`src/rtl/mde_pkg.sv`:
```
// Package for the depth-first maze exploration step.
// Holds side mark codes, move codes, the shared side unit's request types and
// the helpers that pick or replace one side in a packed cell word.
package mde_pkg;

	localparam int MARKS_W = 12;
	localparam int STAGE_W = 2;
	localparam int WORD_W  = MARKS_W + STAGE_W;

	typedef enum logic [2:0] {
		MK_UNKNOWN  = 3'd0,
		MK_WALL     = 3'd1,
		MK_WAY      = 3'd2,
		MK_EXPLORED = 3'd3,
		MK_ENTRY    = 3'd4
	} mark_t;

	localparam logic [1:0] SIDE_N = 2'd0;
	localparam logic [1:0] SIDE_E = 2'd1;
	localparam logic [1:0] SIDE_S = 2'd2;
	localparam logic [1:0] SIDE_W = 2'd3;

	localparam logic [STAGE_W-1:0] STG_NEW   = 2'd0;
	localparam logic [STAGE_W-1:0] STG_WALLS = 2'd1;
	localparam logic [STAGE_W-1:0] STG_DONE  = 2'd2;

	localparam logic [2:0] MV_FRONT = 3'd0;
	localparam logic [2:0] MV_RIGHT = 3'd1;
	localparam logic [2:0] MV_BACK  = 3'd2;
	localparam logic [2:0] MV_LEFT  = 3'd3;
	localparam logic [2:0] MV_STOP  = 3'd4;

	typedef enum logic [2:0] {
		OP_NONE,
		OP_RECORD,
		OP_TAKE,
		OP_ENTRY,
		OP_MATCH
	} alu_op_t;

	typedef struct packed {
		alu_op_t    op;
		logic [1:0] side;
		logic       arg;
	} alu_req_t;

	typedef struct packed {
		logic               hit;
		logic [MARKS_W-1:0] marks;
	} alu_rsp_t;

	typedef enum logic [3:0] {
		ST_CLEAR,
		ST_IDLE,
		ST_START_WR,
		ST_RD_C,
		ST_LD_C,
		ST_REC,
		ST_NB_RD,
		ST_NB_CHK,
		ST_ENTRY,
		ST_SCAN,
		ST_BACK,
		ST_DONE,
		ST_REPLY
	} st_t;

	function automatic mark_t get_mark(input logic [MARKS_W-1:0] m, input logic [1:0] s);
		return mark_t'(m[3*s +: 3]);
	endfunction

	function automatic logic [MARKS_W-1:0] set_mark(input logic [MARKS_W-1:0] m,
		input logic [1:0] s, input mark_t v);
		logic [MARKS_W-1:0] r;
		r = m;
		r[3*s +: 3] = v;
		return r;
	endfunction

endpackage

```
`src/rtl/mde_ram.sv`:
```
// Generic single-port-write, single-port-read RAM with registered read data.
// No dependencies.
module mde_ram #(
	parameter int WIDTH = 14,
	parameter int DEPTH = 256
) (
	input  logic                     clk,
	input  logic                     we,
	input  logic [$clog2(DEPTH)-1:0] waddr,
	input  logic [WIDTH-1:0]         wdata,
	input  logic [$clog2(DEPTH)-1:0] raddr,
	output logic [WIDTH-1:0]         rdata
);

	logic [WIDTH-1:0] mem_q [DEPTH];

	always_ff @(posedge clk) begin
		if (we) begin
			mem_q[waddr] <= wdata;
		end
		rdata <= mem_q[raddr];
	end

endmodule

```
`src/rtl/mde_side_alu.sv`:
```
// Shared side unit: reads one side mark of a cell word, compares it and
// rewrites it according to the requested operation. Depends on mde_pkg.
module mde_side_alu import mde_pkg::*; (
	input  logic [MARKS_W-1:0] marks,
	input  alu_req_t           req,
	output alu_rsp_t           rsp
);

	always_comb begin
		mark_t m;
		m = get_mark(marks, req.side);
		rsp.hit   = 1'b0;
		rsp.marks = marks;
		unique case (req.op)
			OP_RECORD: begin
				if (m == MK_UNKNOWN) begin
					rsp.marks = set_mark(marks, req.side, req.arg ? MK_WALL : MK_WAY);
				end
			end
			OP_TAKE: begin
				if (m == MK_WAY) begin
					rsp.hit   = 1'b1;
					rsp.marks = set_mark(marks, req.side, MK_EXPLORED);
				end
			end
			OP_ENTRY: begin
				if (m != MK_WALL) begin
					rsp.marks = set_mark(marks, req.side, MK_ENTRY);
				end
			end
			OP_MATCH: begin
				rsp.hit = (m == MK_ENTRY);
			end
			default: begin
				rsp.hit = 1'b0;
			end
		endcase
	end

endmodule

```
`src/rtl/maze_dfs_explore_step_top.sv`:
```
// Top level of the depth-first maze exploration step: sequencer, cell map RAM
// and the shared side unit. Depends on mde_pkg, mde_ram and mde_side_alu.
//
//  channel   ports                                            handshake
//  --------  -----------------------------------------------  ------------------
//  command   cmd cell_x cell_y heading wall_left/front/right  start & !busy
//  result    move                                             done, one cycle
//
// An arrival reads its cell; on a first visit it records the walls and reads up to four neighbors
// through the one map RAM read port, handling one side per cycle through the side unit. A cell
// whose walls are known goes straight to the scan of its sides, a fully explored cell to the back-out search.
// A start command sweeps all MAZE_SIZE*MAZE_SIZE words of the map, then writes the start wall
// when the cell is inside the map and answers stop; reset runs the same sweep with busy high. The
// receiver cannot stall: each word on move is valid only in the cycle that done is high.
module maze_dfs_explore_step_top import mde_pkg::*; #(
	parameter int MAZE_SIZE = 16
) (
	input  logic       clk,
	input  logic       arst_n,
	input  logic       start,
	input  logic       cmd,
	input  logic [3:0] cell_x,
	input  logic [3:0] cell_y,
	input  logic [1:0] heading,
	input  logic       wall_left,
	input  logic       wall_front,
	input  logic       wall_right,
	output logic       busy,
	output logic       done,
	output logic [2:0] move
);

	localparam int CELLS = MAZE_SIZE * MAZE_SIZE;
	localparam int AW    = $clog2(CELLS);

	st_t state_q, state_d;

	logic [AW-1:0]      clr_q;
	logic [1:0]         cnt_q;
	logic               start_q;
	logic               inside_q;
	logic [3:0]         x_q, y_q;
	logic [1:0]         h_q;
	logic               wl_q, wf_q, wr_q;
	logic [AW-1:0]      c_addr_q, nb_addr_q;
	logic [MARKS_W-1:0] cur_q;
	logic [STAGE_W-1:0] stage_q;
	logic [2:0]         move_q;

	logic               accept;
	logic               inside_in;
	logic [AW-1:0]      c_addr_in;
	logic               we;
	logic [AW-1:0]      waddr, raddr;
	logic [WORD_W-1:0]  wdata, rdata;
	logic [MARKS_W-1:0] alu_marks;
	alu_req_t           req;
	alu_rsp_t           rsp;
	logic               nb_ok;
	logic [AW-1:0]      nb_addr_d;
	logic [1:0]         nb_side;
	logic               rec_arg;

	assign accept    = start && (state_q == ST_IDLE);
	assign inside_in = (32'(cell_x) < MAZE_SIZE) && (32'(cell_y) < MAZE_SIZE);
	assign c_addr_in = AW'(32'(cell_x) * MAZE_SIZE + 32'(cell_y));

	// Neighbor walk: west, east, south, north
	always_comb begin
		unique case (cnt_q)
			2'd0: begin
				nb_ok     = (x_q != 4'd0);
				nb_addr_d = c_addr_q - AW'(MAZE_SIZE);
				nb_side   = SIDE_W;
			end
			2'd1: begin
				nb_ok     = (32'(x_q) < MAZE_SIZE - 1);
				nb_addr_d = c_addr_q + AW'(MAZE_SIZE);
				nb_side   = SIDE_E;
			end
			2'd2: begin
				nb_ok     = (y_q != 4'd0);
				nb_addr_d = c_addr_q - AW'(1);
				nb_side   = SIDE_S;
			end
			default: begin
				nb_ok     = (32'(y_q) < MAZE_SIZE - 1);
				nb_addr_d = c_addr_q + AW'(1);
				nb_side   = SIDE_N;
			end
		endcase
	end

	always_comb begin
		case (cnt_q)
			2'd0:    rec_arg = wl_q;
			2'd1:    rec_arg = wf_q;
			default: rec_arg = wr_q;
		endcase
	end

	mde_side_alu u_alu (
		.marks (alu_marks),
		.req   (req),
		.rsp   (rsp)
	);

	mde_ram #(
		.WIDTH (WORD_W),
		.DEPTH (CELLS)
	) u_map (
		.clk   (clk),
		.we    (we),
		.waddr (waddr),
		.wdata (wdata),
		.raddr (raddr),
		.rdata (rdata)
	);

	always_ff @(posedge clk or negedge arst_n) begin
		if (!arst_n) begin
			state_q <= ST_CLEAR;
		end else begin
			state_q <= state_d;
		end
	end

	always_comb begin
		state_d   = state_q;
		we        = 1'b0;
		waddr     = c_addr_q;
		wdata     = '0;
		raddr     = c_addr_q;
		alu_marks = cur_q;
		req       = '{op: OP_NONE, side: 2'd0, arg: 1'b0};
		unique case (state_q)
			ST_CLEAR: begin
				we    = 1'b1;
				waddr = clr_q;
				if (clr_q == AW'(CELLS - 1)) begin
					state_d = start_q ? ST_START_WR : ST_IDLE;
				end
			end
			ST_IDLE: begin
				if (start) begin
					if (!cmd) begin
						state_d = ST_CLEAR;
					end else if (inside_in) begin
						state_d = ST_RD_C;
					end else begin
						state_d = ST_REPLY;
					end
				end
			end
			ST_START_WR: begin
				we      = inside_q;
				wdata   = {STG_NEW, set_mark('0, 2'(h_q + 2'd2), MK_WALL)};
				state_d = ST_IDLE;
			end
			ST_RD_C: begin
				state_d = ST_LD_C;
			end
			ST_LD_C: begin
				if (rdata[WORD_W-1 -: STAGE_W] == STG_NEW) begin
					state_d = ST_REC;
				end else if (rdata[WORD_W-1 -: STAGE_W] == STG_WALLS) begin
					state_d = ST_SCAN;
				end else begin
					state_d = ST_BACK;
				end
			end
			ST_REC: begin
				req = '{op: OP_RECORD, side: 2'(h_q + cnt_q + 2'd3), arg: rec_arg};
				if (cnt_q == 2'd2) begin
					state_d = ST_NB_RD;
				end
			end
			ST_NB_RD: begin
				raddr = nb_addr_d;
				if (nb_ok) begin
					state_d = ST_NB_CHK;
				end else if (cnt_q == 2'd3) begin
					state_d = ST_ENTRY;
				end
			end
			ST_NB_CHK: begin
				alu_marks = rdata[MARKS_W-1:0];
				req       = '{op: OP_TAKE, side: 2'(nb_side + 2'd2), arg: 1'b0};
				we        = rsp.hit;
				waddr     = nb_addr_q;
				wdata     = {rdata[WORD_W-1 -: STAGE_W], rsp.marks};
				state_d   = (cnt_q == 2'd3) ? ST_ENTRY : ST_NB_RD;
			end
			ST_ENTRY: begin
				req     = '{op: OP_ENTRY, side: 2'(h_q + 2'd2), arg: 1'b0};
				state_d = ST_SCAN;
			end
			ST_SCAN: begin
				req = '{op: OP_TAKE, side: 2'(h_q + cnt_q), arg: 1'b0};
				if (rsp.hit) begin
					state_d = ST_DONE;
				end else if (cnt_q == 2'd3) begin
					state_d = ST_BACK;
				end
			end
			ST_BACK: begin
				req = '{op: OP_MATCH, side: cnt_q, arg: 1'b0};
				if (rsp.hit || cnt_q == 2'd3) begin
					state_d = ST_DONE;
				end
			end
			ST_DONE: begin
				we      = 1'b1;
				wdata   = {stage_q, cur_q};
				state_d = ST_IDLE;
			end
			ST_REPLY: begin
				state_d = ST_IDLE;
			end
			default: begin
				state_d = ST_IDLE;
			end
		endcase
	end

	always_ff @(posedge clk or negedge arst_n) begin
		if (!arst_n) begin
			clr_q   <= '0;
			cnt_q   <= 2'd0;
			start_q <= 1'b0;
		end else begin
			if (state_q == ST_CLEAR) begin
				clr_q <= (clr_q == AW'(CELLS - 1)) ? '0 : clr_q + AW'(1);
			end
			if (accept) begin
				start_q <= !cmd;
				cnt_q   <= 2'd0;
			end
			unique case (state_q) inside
				ST_LD_C, ST_ENTRY: cnt_q <= 2'd0;
				ST_REC:            cnt_q <= (cnt_q == 2'd2) ? 2'd0 : cnt_q + 2'd1;
				ST_NB_RD: begin
					if (!nb_ok) begin
						cnt_q <= cnt_q + 2'd1;
					end
				end
				ST_NB_CHK, ST_SCAN, ST_BACK: cnt_q <= cnt_q + 2'd1;
				default: begin
				end
			endcase
		end
	end

	// Payload registers
	always_ff @(posedge clk) begin
		if (accept) begin
			inside_q <= inside_in;
			x_q      <= cell_x;
			y_q      <= cell_y;
			h_q      <= heading;
			wl_q     <= wall_left;
			wf_q     <= wall_front;
			wr_q     <= wall_right;
			c_addr_q <= c_addr_in;
			move_q   <= MV_STOP;
		end
		unique case (state_q)
			ST_LD_C: begin
				cur_q   <= rdata[MARKS_W-1:0];
				stage_q <= rdata[WORD_W-1 -: STAGE_W];
			end
			ST_REC: cur_q <= rsp.marks;
			ST_NB_RD: nb_addr_q <= nb_addr_d;
			ST_NB_CHK: begin
				if (rsp.hit) begin
					cur_q <= set_mark(cur_q, nb_side, MK_EXPLORED);
				end
			end
			ST_ENTRY: begin
				cur_q   <= rsp.marks;
				stage_q <= STG_WALLS;
			end
			ST_SCAN: begin
				if (rsp.hit) begin
					cur_q  <= rsp.marks;
					move_q <= {1'b0, cnt_q};
				end else if (cnt_q == 2'd3) begin
					stage_q <= STG_DONE;
				end
			end
			ST_BACK: begin
				if (rsp.hit) begin
					move_q <= {1'b0, 2'(cnt_q - h_q)};
				end
			end
			default: begin
			end
		endcase
	end

	assign busy = (state_q != ST_IDLE);
	assign done = (state_q == ST_START_WR) || (state_q == ST_DONE) || (state_q == ST_REPLY);
	assign move = move_q;

endmodule

```
`config.mk`:
```
export PLATFORM = sky130hd
export DESIGN_NAME = maze_dfs_explore_step_top
export DESIGN_NICKNAME = d
export VERILOG_FILES = /design/src/rtl/mde_pkg.sv /design/src/rtl/mde_ram.sv /design/src/rtl/mde_side_alu.sv /design/src/rtl/maze_dfs_explore_step_top.sv
export SDC_FILE = /design/constraint.sdc
export NUM_CORES = 2
export LEC_CHECK = 0
export BUFFER_PORTS_ARGS = -buffer_cell sky130_fd_sc_hd__buf_2
export CAP_MARGIN = 20
export CORE_UTILIZATION = 55
export CTS_CLUSTER_DIAMETER = 50
export DETAILED_ROUTE_END_ITERATION = 8
export MAX_ROUTING_LAYER = met4
export PLACE_DENSITY = 0.81
export RECOVER_POWER = 100
export SETUP_SLACK_MARGIN = 0.2
export SLEW_MARGIN = 40
export SYNTH_ARGS = -nofsm -noshare
export SYNTH_HDL_FRONTEND = slang
export SYNTH_HIERARCHICAL = 1
export SYNTH_SLANG_ARGS = --single-unit
```
`constraint.sdc`:
```
create_clock -name clk -period 41.1 [get_ports clk]
set_clock_uncertainty 0.05 [all_clocks]
set_input_delay 0 -clock clk [delete_from_list [all_inputs] [get_ports clk]]
set_output_delay 0 -clock clk [all_outputs]
set_load 0.05 [all_outputs]
```
==> flow_summary.toml <==
[place]
dpl.cell_count = 10080
routabilityCongestion = 0.9300
dp_hpwl_mm = 215.2
port_buffers = 21

[setup_path]
wp_data_arrival_ns = 22.77
timing.critical_path.slowest_stage_cell = "sky130_fd_sc_hd__clkbuf_1"
worstSetupEndpointType = "flop"
path_max_fanout = 65
setup.worst_path.start_class = "flop"
path_common_cell = "sky130_fd_sc_hd__clkbuf_1"
rr_endpoint = "u_map/rdata[4]$_DFF_P_"
critical-path-max-stage-delay_ns = 4.14
r2r_slack_ns = 19.11
cp_cell_sequence = "nor2b_1, nand2_1, inv_1, nand2_1, xnor2_1, clkbuf_1, clkbuf_1, buf_12, clkbuf_1, clkbuf_1, clkbuf_1, mux4_2, mux4_2, a22o_1, a211oi_1, nor4_2"
r2r.worst_path.cells = 16
timing.critical_path.required_ns = 41.88
launch_point_of_the_worst_reg_to_reg_path = "state_q[2]$_DFFE_PN0P_"
path_class = "flop to flop"

[layout]
finished_layout_cells = 10800
layout-drive-gt1-share_pct = 21.99
area_growth_syn_to_layout_pct = 11.34
final_net_count = 7133
final_core_utilization_pct = 61.54

[power_and_ir_drop]
power_per_unit_of_standard_cell_area_nw_per_um2 = 61.72
leakage_power_nw = 50.45
maximum_resistive_drop_on_vdd_uv = 49.58
total_power_w = 0.009846

[timing]
max_freq_ghz = 0.04548
maxSlewViolCount = 4216
worst_case_hold_slack_ns = 0.08763
report.final.hold_viol_count = 0
setup-tns-final_ns = 0
worst_pin_slew_ns = 8.794
final.period_utilization_pct = 53.50
grt_setup_unrepaired = "no"
finalCriticalPeriod_ns = 21.99
slew_headroom_pct = -486.3
report.final.setup_viol = 0

[floorplan]
floorplan.die.width_um = 512.4
coreArea_sq_um = 259200
die_area_sq_um = 262600
initial_core_util_pct = 55.27
die_height_um = 512.4
rows = 187
number_of_primary_i_o_pins = 22

[synth]
yosys.cell_count.top_type = "sky130_fd_sc_hd__edfxtp_1"
postSynthRegisterBits = 3651
yosysWarnings = 6
avgSynthCellArea_sq_um = 21.41
synth.yosys.seq_area_share_pct = 76.34
synth-main-ff-cell = "sky130_fd_sc_hd__edfxtp_1"
syn_nets = 6732
synth_edf_count = 3619
post-synth-top-area-fraction_pct = 75.84
ys_types = 86
cell_taking_the_most_area_after_synthesis = "sky130_fd_sc_hd__edfxtp_1"
post_synth_most_frequent_cells = "sky130_fd_sc_hd__edfxtp_1 (3,619), sky130_fd_sc_hd__mux4_2 (862), sky130_fd_sc_hd__nor2_1 (329)"
synth_cells = 6691
synth.cell_area_sq_um = 143300
ys_top_cells_by_area = "sky130_fd_sc_hd__edfxtp_1 (76%), sky130_fd_sc_hd__mux4_2 (14%), sky130_fd_sc_hd__mux2i_1 (2.0%)"
postSynth.asyncResetShare_pct = 0.4108

[detailed_routing]
num_vias = 75570
routed_wl_mm = 392.8
detailedRoute.firstIterationViolations = 13180
avgViaCountPerCell = 6.997
ant_nets = 0
remaining_drc_errors = 0
firstDrtPassIters = 6
route.detailed.wl_per_inst_um = 36.37

[grt]
grt_usage_pct = 30.54
grt_pass1_vias = 74900
grt_start_max_net_pins = 185
grt_antenna_before_repair = 15
grt_pass1_wl_mm = 551.7
global_route_congestion_overflow_total = 0

[clocking]
clock_sink_count = 3651
cts.repair_timing.setup_buffer_count = 0
clock-root-buffer = "sky130_fd_sc_hd__clkbuf_16"
tritoncts = "built"
tritoncts.num_buffers = 375
h-tree-depth = 5
post_cts_resize_count = 0
clk_latency_ns = 1.01
clk_path_buf_depth = 4
cts.clk_slew.worst_paths_ns = 0.06

[status]
run_status = "finished, violations left"
failed_checks = "capacitance limit, slew limit"

[min_path]
hold_path.class = "primary input to async pin"

[flow_run]
maxCapViolCount = 90
-- routing by layer --
| metal | share of wire, % | global-route usage [%] | routed length, um | up-vias |
|---|---|---|---|---|
| li1 | - | - | - | 28970 |
| met1 | 33 | 38.62 | 128900 | 38540 |
| met2 | 46 | 45.31 | 181500 | 6768 |
| met3 | 15 | 9.288 | 58520 | 1294 |
| met4 | 6.1 | 14.82 | 23890 | 0 |
| met5 | 0 | - | 0 | - |
-- cell type report --
type                            instances  area, sq um
Sequential cell                      3651       109400
Fill cell                           16550        99720
Multi-Input combinational cell       2622        31670
Clock buffer                          452         9869
Tap cell                             3402         4257
Timing Repair Buffer                  423         2341
Clock inverter                        201         1848
Antenna cell                           30        75.07
Inverter                               19        73.82
-- repair_timing --
item	4_1_cts	5_1_grt
hold buffers	33	0
setup endpoints to repair	0	0
endpoints found under the hold margin	50	0
-- sequential cells by signal, summed over array words and instances (netlist names) --
signal / count
y_q: 3
wf_q: 1
h_q: 2
start_q: 1
stage_q: 2
move: 3
nb_addr_q: 8
c_addr_q: 1
wl_q: 1
state_q: 4
wr_q: 1
cur_q: 12
cnt_q: 2
clr_q: 8
u_map/mem_q: 3584
x_q: 4
u_map/rdata: 14
-- layout by cell type, fill, tap and decap left out, types with 15 or more instances in the layout --
| cell type | instances |
|---|---|
| sky130_fd_sc_hd__edfxtp_1 | 3619 |
| sky130_fd_sc_hd__mux4_2 | 862 |
| sky130_fd_sc_hd__clkbuf_16 | 380 |
| sky130_fd_sc_hd__clkbuf_1 | 341 |
| sky130_fd_sc_hd__nor2_1 | 327 |
| sky130_fd_sc_hd__mux2i_1 | 291 |
| sky130_fd_sc_hd__nand2_1 | 181 |
| sky130_fd_sc_hd__a21oi_1 | 110 |
| sky130_fd_sc_hd__a22oi_1 | 106 |
| sky130_fd_sc_hd__buf_4 | 65 |
| sky130_fd_sc_hd__clkinv_1 | 63 |
| sky130_fd_sc_hd__nand3_1 | 61 |
| sky130_fd_sc_hd__o221ai_1 | 60 |
| sky130_fd_sc_hd__a211oi_1 | 55 |
| sky130_fd_sc_hd__o21ai_0 | 53 |
| sky130_fd_sc_hd__clkinv_2 | 52 |
| sky130_fd_sc_hd__a22o_1 | 41 |
| sky130_fd_sc_hd__o22ai_1 | 41 |
| sky130_fd_sc_hd__nor2b_1 | 33 |
| sky130_fd_sc_hd__dlygate4sd3_1 | 33 |
| sky130_fd_sc_hd__diode_2 | 30 |
| sky130_fd_sc_hd__nor3_1 | 27 |
| sky130_fd_sc_hd__bufinv_16 | 26 |
| sky130_fd_sc_hd__buf_2 | 24 |
| sky130_fd_sc_hd__ha_1 | 22 |
| sky130_fd_sc_hd__clkinvlp_4 | 20 |
| sky130_fd_sc_hd__inv_1 | 18 |
| sky130_fd_sc_hd__inv_6 | 18 |
| sky130_fd_sc_hd__o21bai_1 | 17 |
| sky130_fd_sc_hd__dfxtp_1 | 17 |
| sky130_fd_sc_hd__nor4_2 | 17 |
| sky130_fd_sc_hd__o21ai_1 | 17 |
| sky130_fd_sc_hd__nand2b_1 | 15 |
| sky130_fd_sc_hd__a221oi_1 | 15 |
| sky130_fd_sc_hd__dfrtp_1 | 15 |
| sky130_fd_sc_hd__buf_6 | 15 |
-- logic make-up (layout without fill, tap and decap cells) --
kind of cell	Yosys count	after routing	share of synthesized area (%)
AND/OR/NAND/NOR	773	773	2.484
buffers and inverters	418	1095	1.813
multiplexers	1175	1175	15.84
flip-flops	3651	3651	76.34
other	0	30	0
AO/OA/AOI/OAI	634	634	3.202
adder cells (fa/ha/maj)	24	24	0.2201
XOR/XNOR	16	16	0.09781
-- worst max path at each step --
stage / startpoint / endpoint / slack [ns] / cells past startpoint
finish: state_q[2]$_DFFE_PN0P_ / u_map/rdata[4]$_DFF_P_ / 19.11 / 16
global route: state_q[2]$_DFFE_PN0P_ / u_map/rdata[4]$_DFF_P_ / 16.83 / 16
CTS: state_q[2]$_DFFE_PN0P_ / u_map/rdata[8]$_DFF_P_ / 32.99 / 15
detailed placement: state_q[2]$_DFFE_PN0P_ / u_map/rdata[0]$_DFF_P_ / 33.18 / 15
global placement: state_q[2]$_DFFE_PN0P_ / u_map/rdata[11]$_DFF_P_ / 31.85 / 15
floorplan: state_q[0]$_DFFE_PN0P_ / u_map/mem_q[0][0]$_DFFE_PP_ / 27.85 / 6
-- critical path, delay by kind of cell, from the launching register on --
kind | cells | cell delay, ns
flops | 1 | 0.64
buf+inv | 7 | 17.06
compound gates | 2 | 1.15
mux | 2 | 1.32
simple gates | 4 | 1.11
xor+xnor | 1 | 0.23
-- report_power, final --
part           switching, W  internal (W)
combinational       0.00143      0.000656
clock               0.00142       0.00188
sequential        0.0000630       0.00440
total               0.00291       0.00693
-- stage by stage --
stage	area (sq um)	setup slack, ns
after floorplan	143300	27.85
after global placement	148000	31.85
after detailed placement	148900	33.18
after CTS	161000	32.99
after global routing	159500	16.83
final	159500	19.11
No activity file was read; power rests on OpenSTA's default activity.
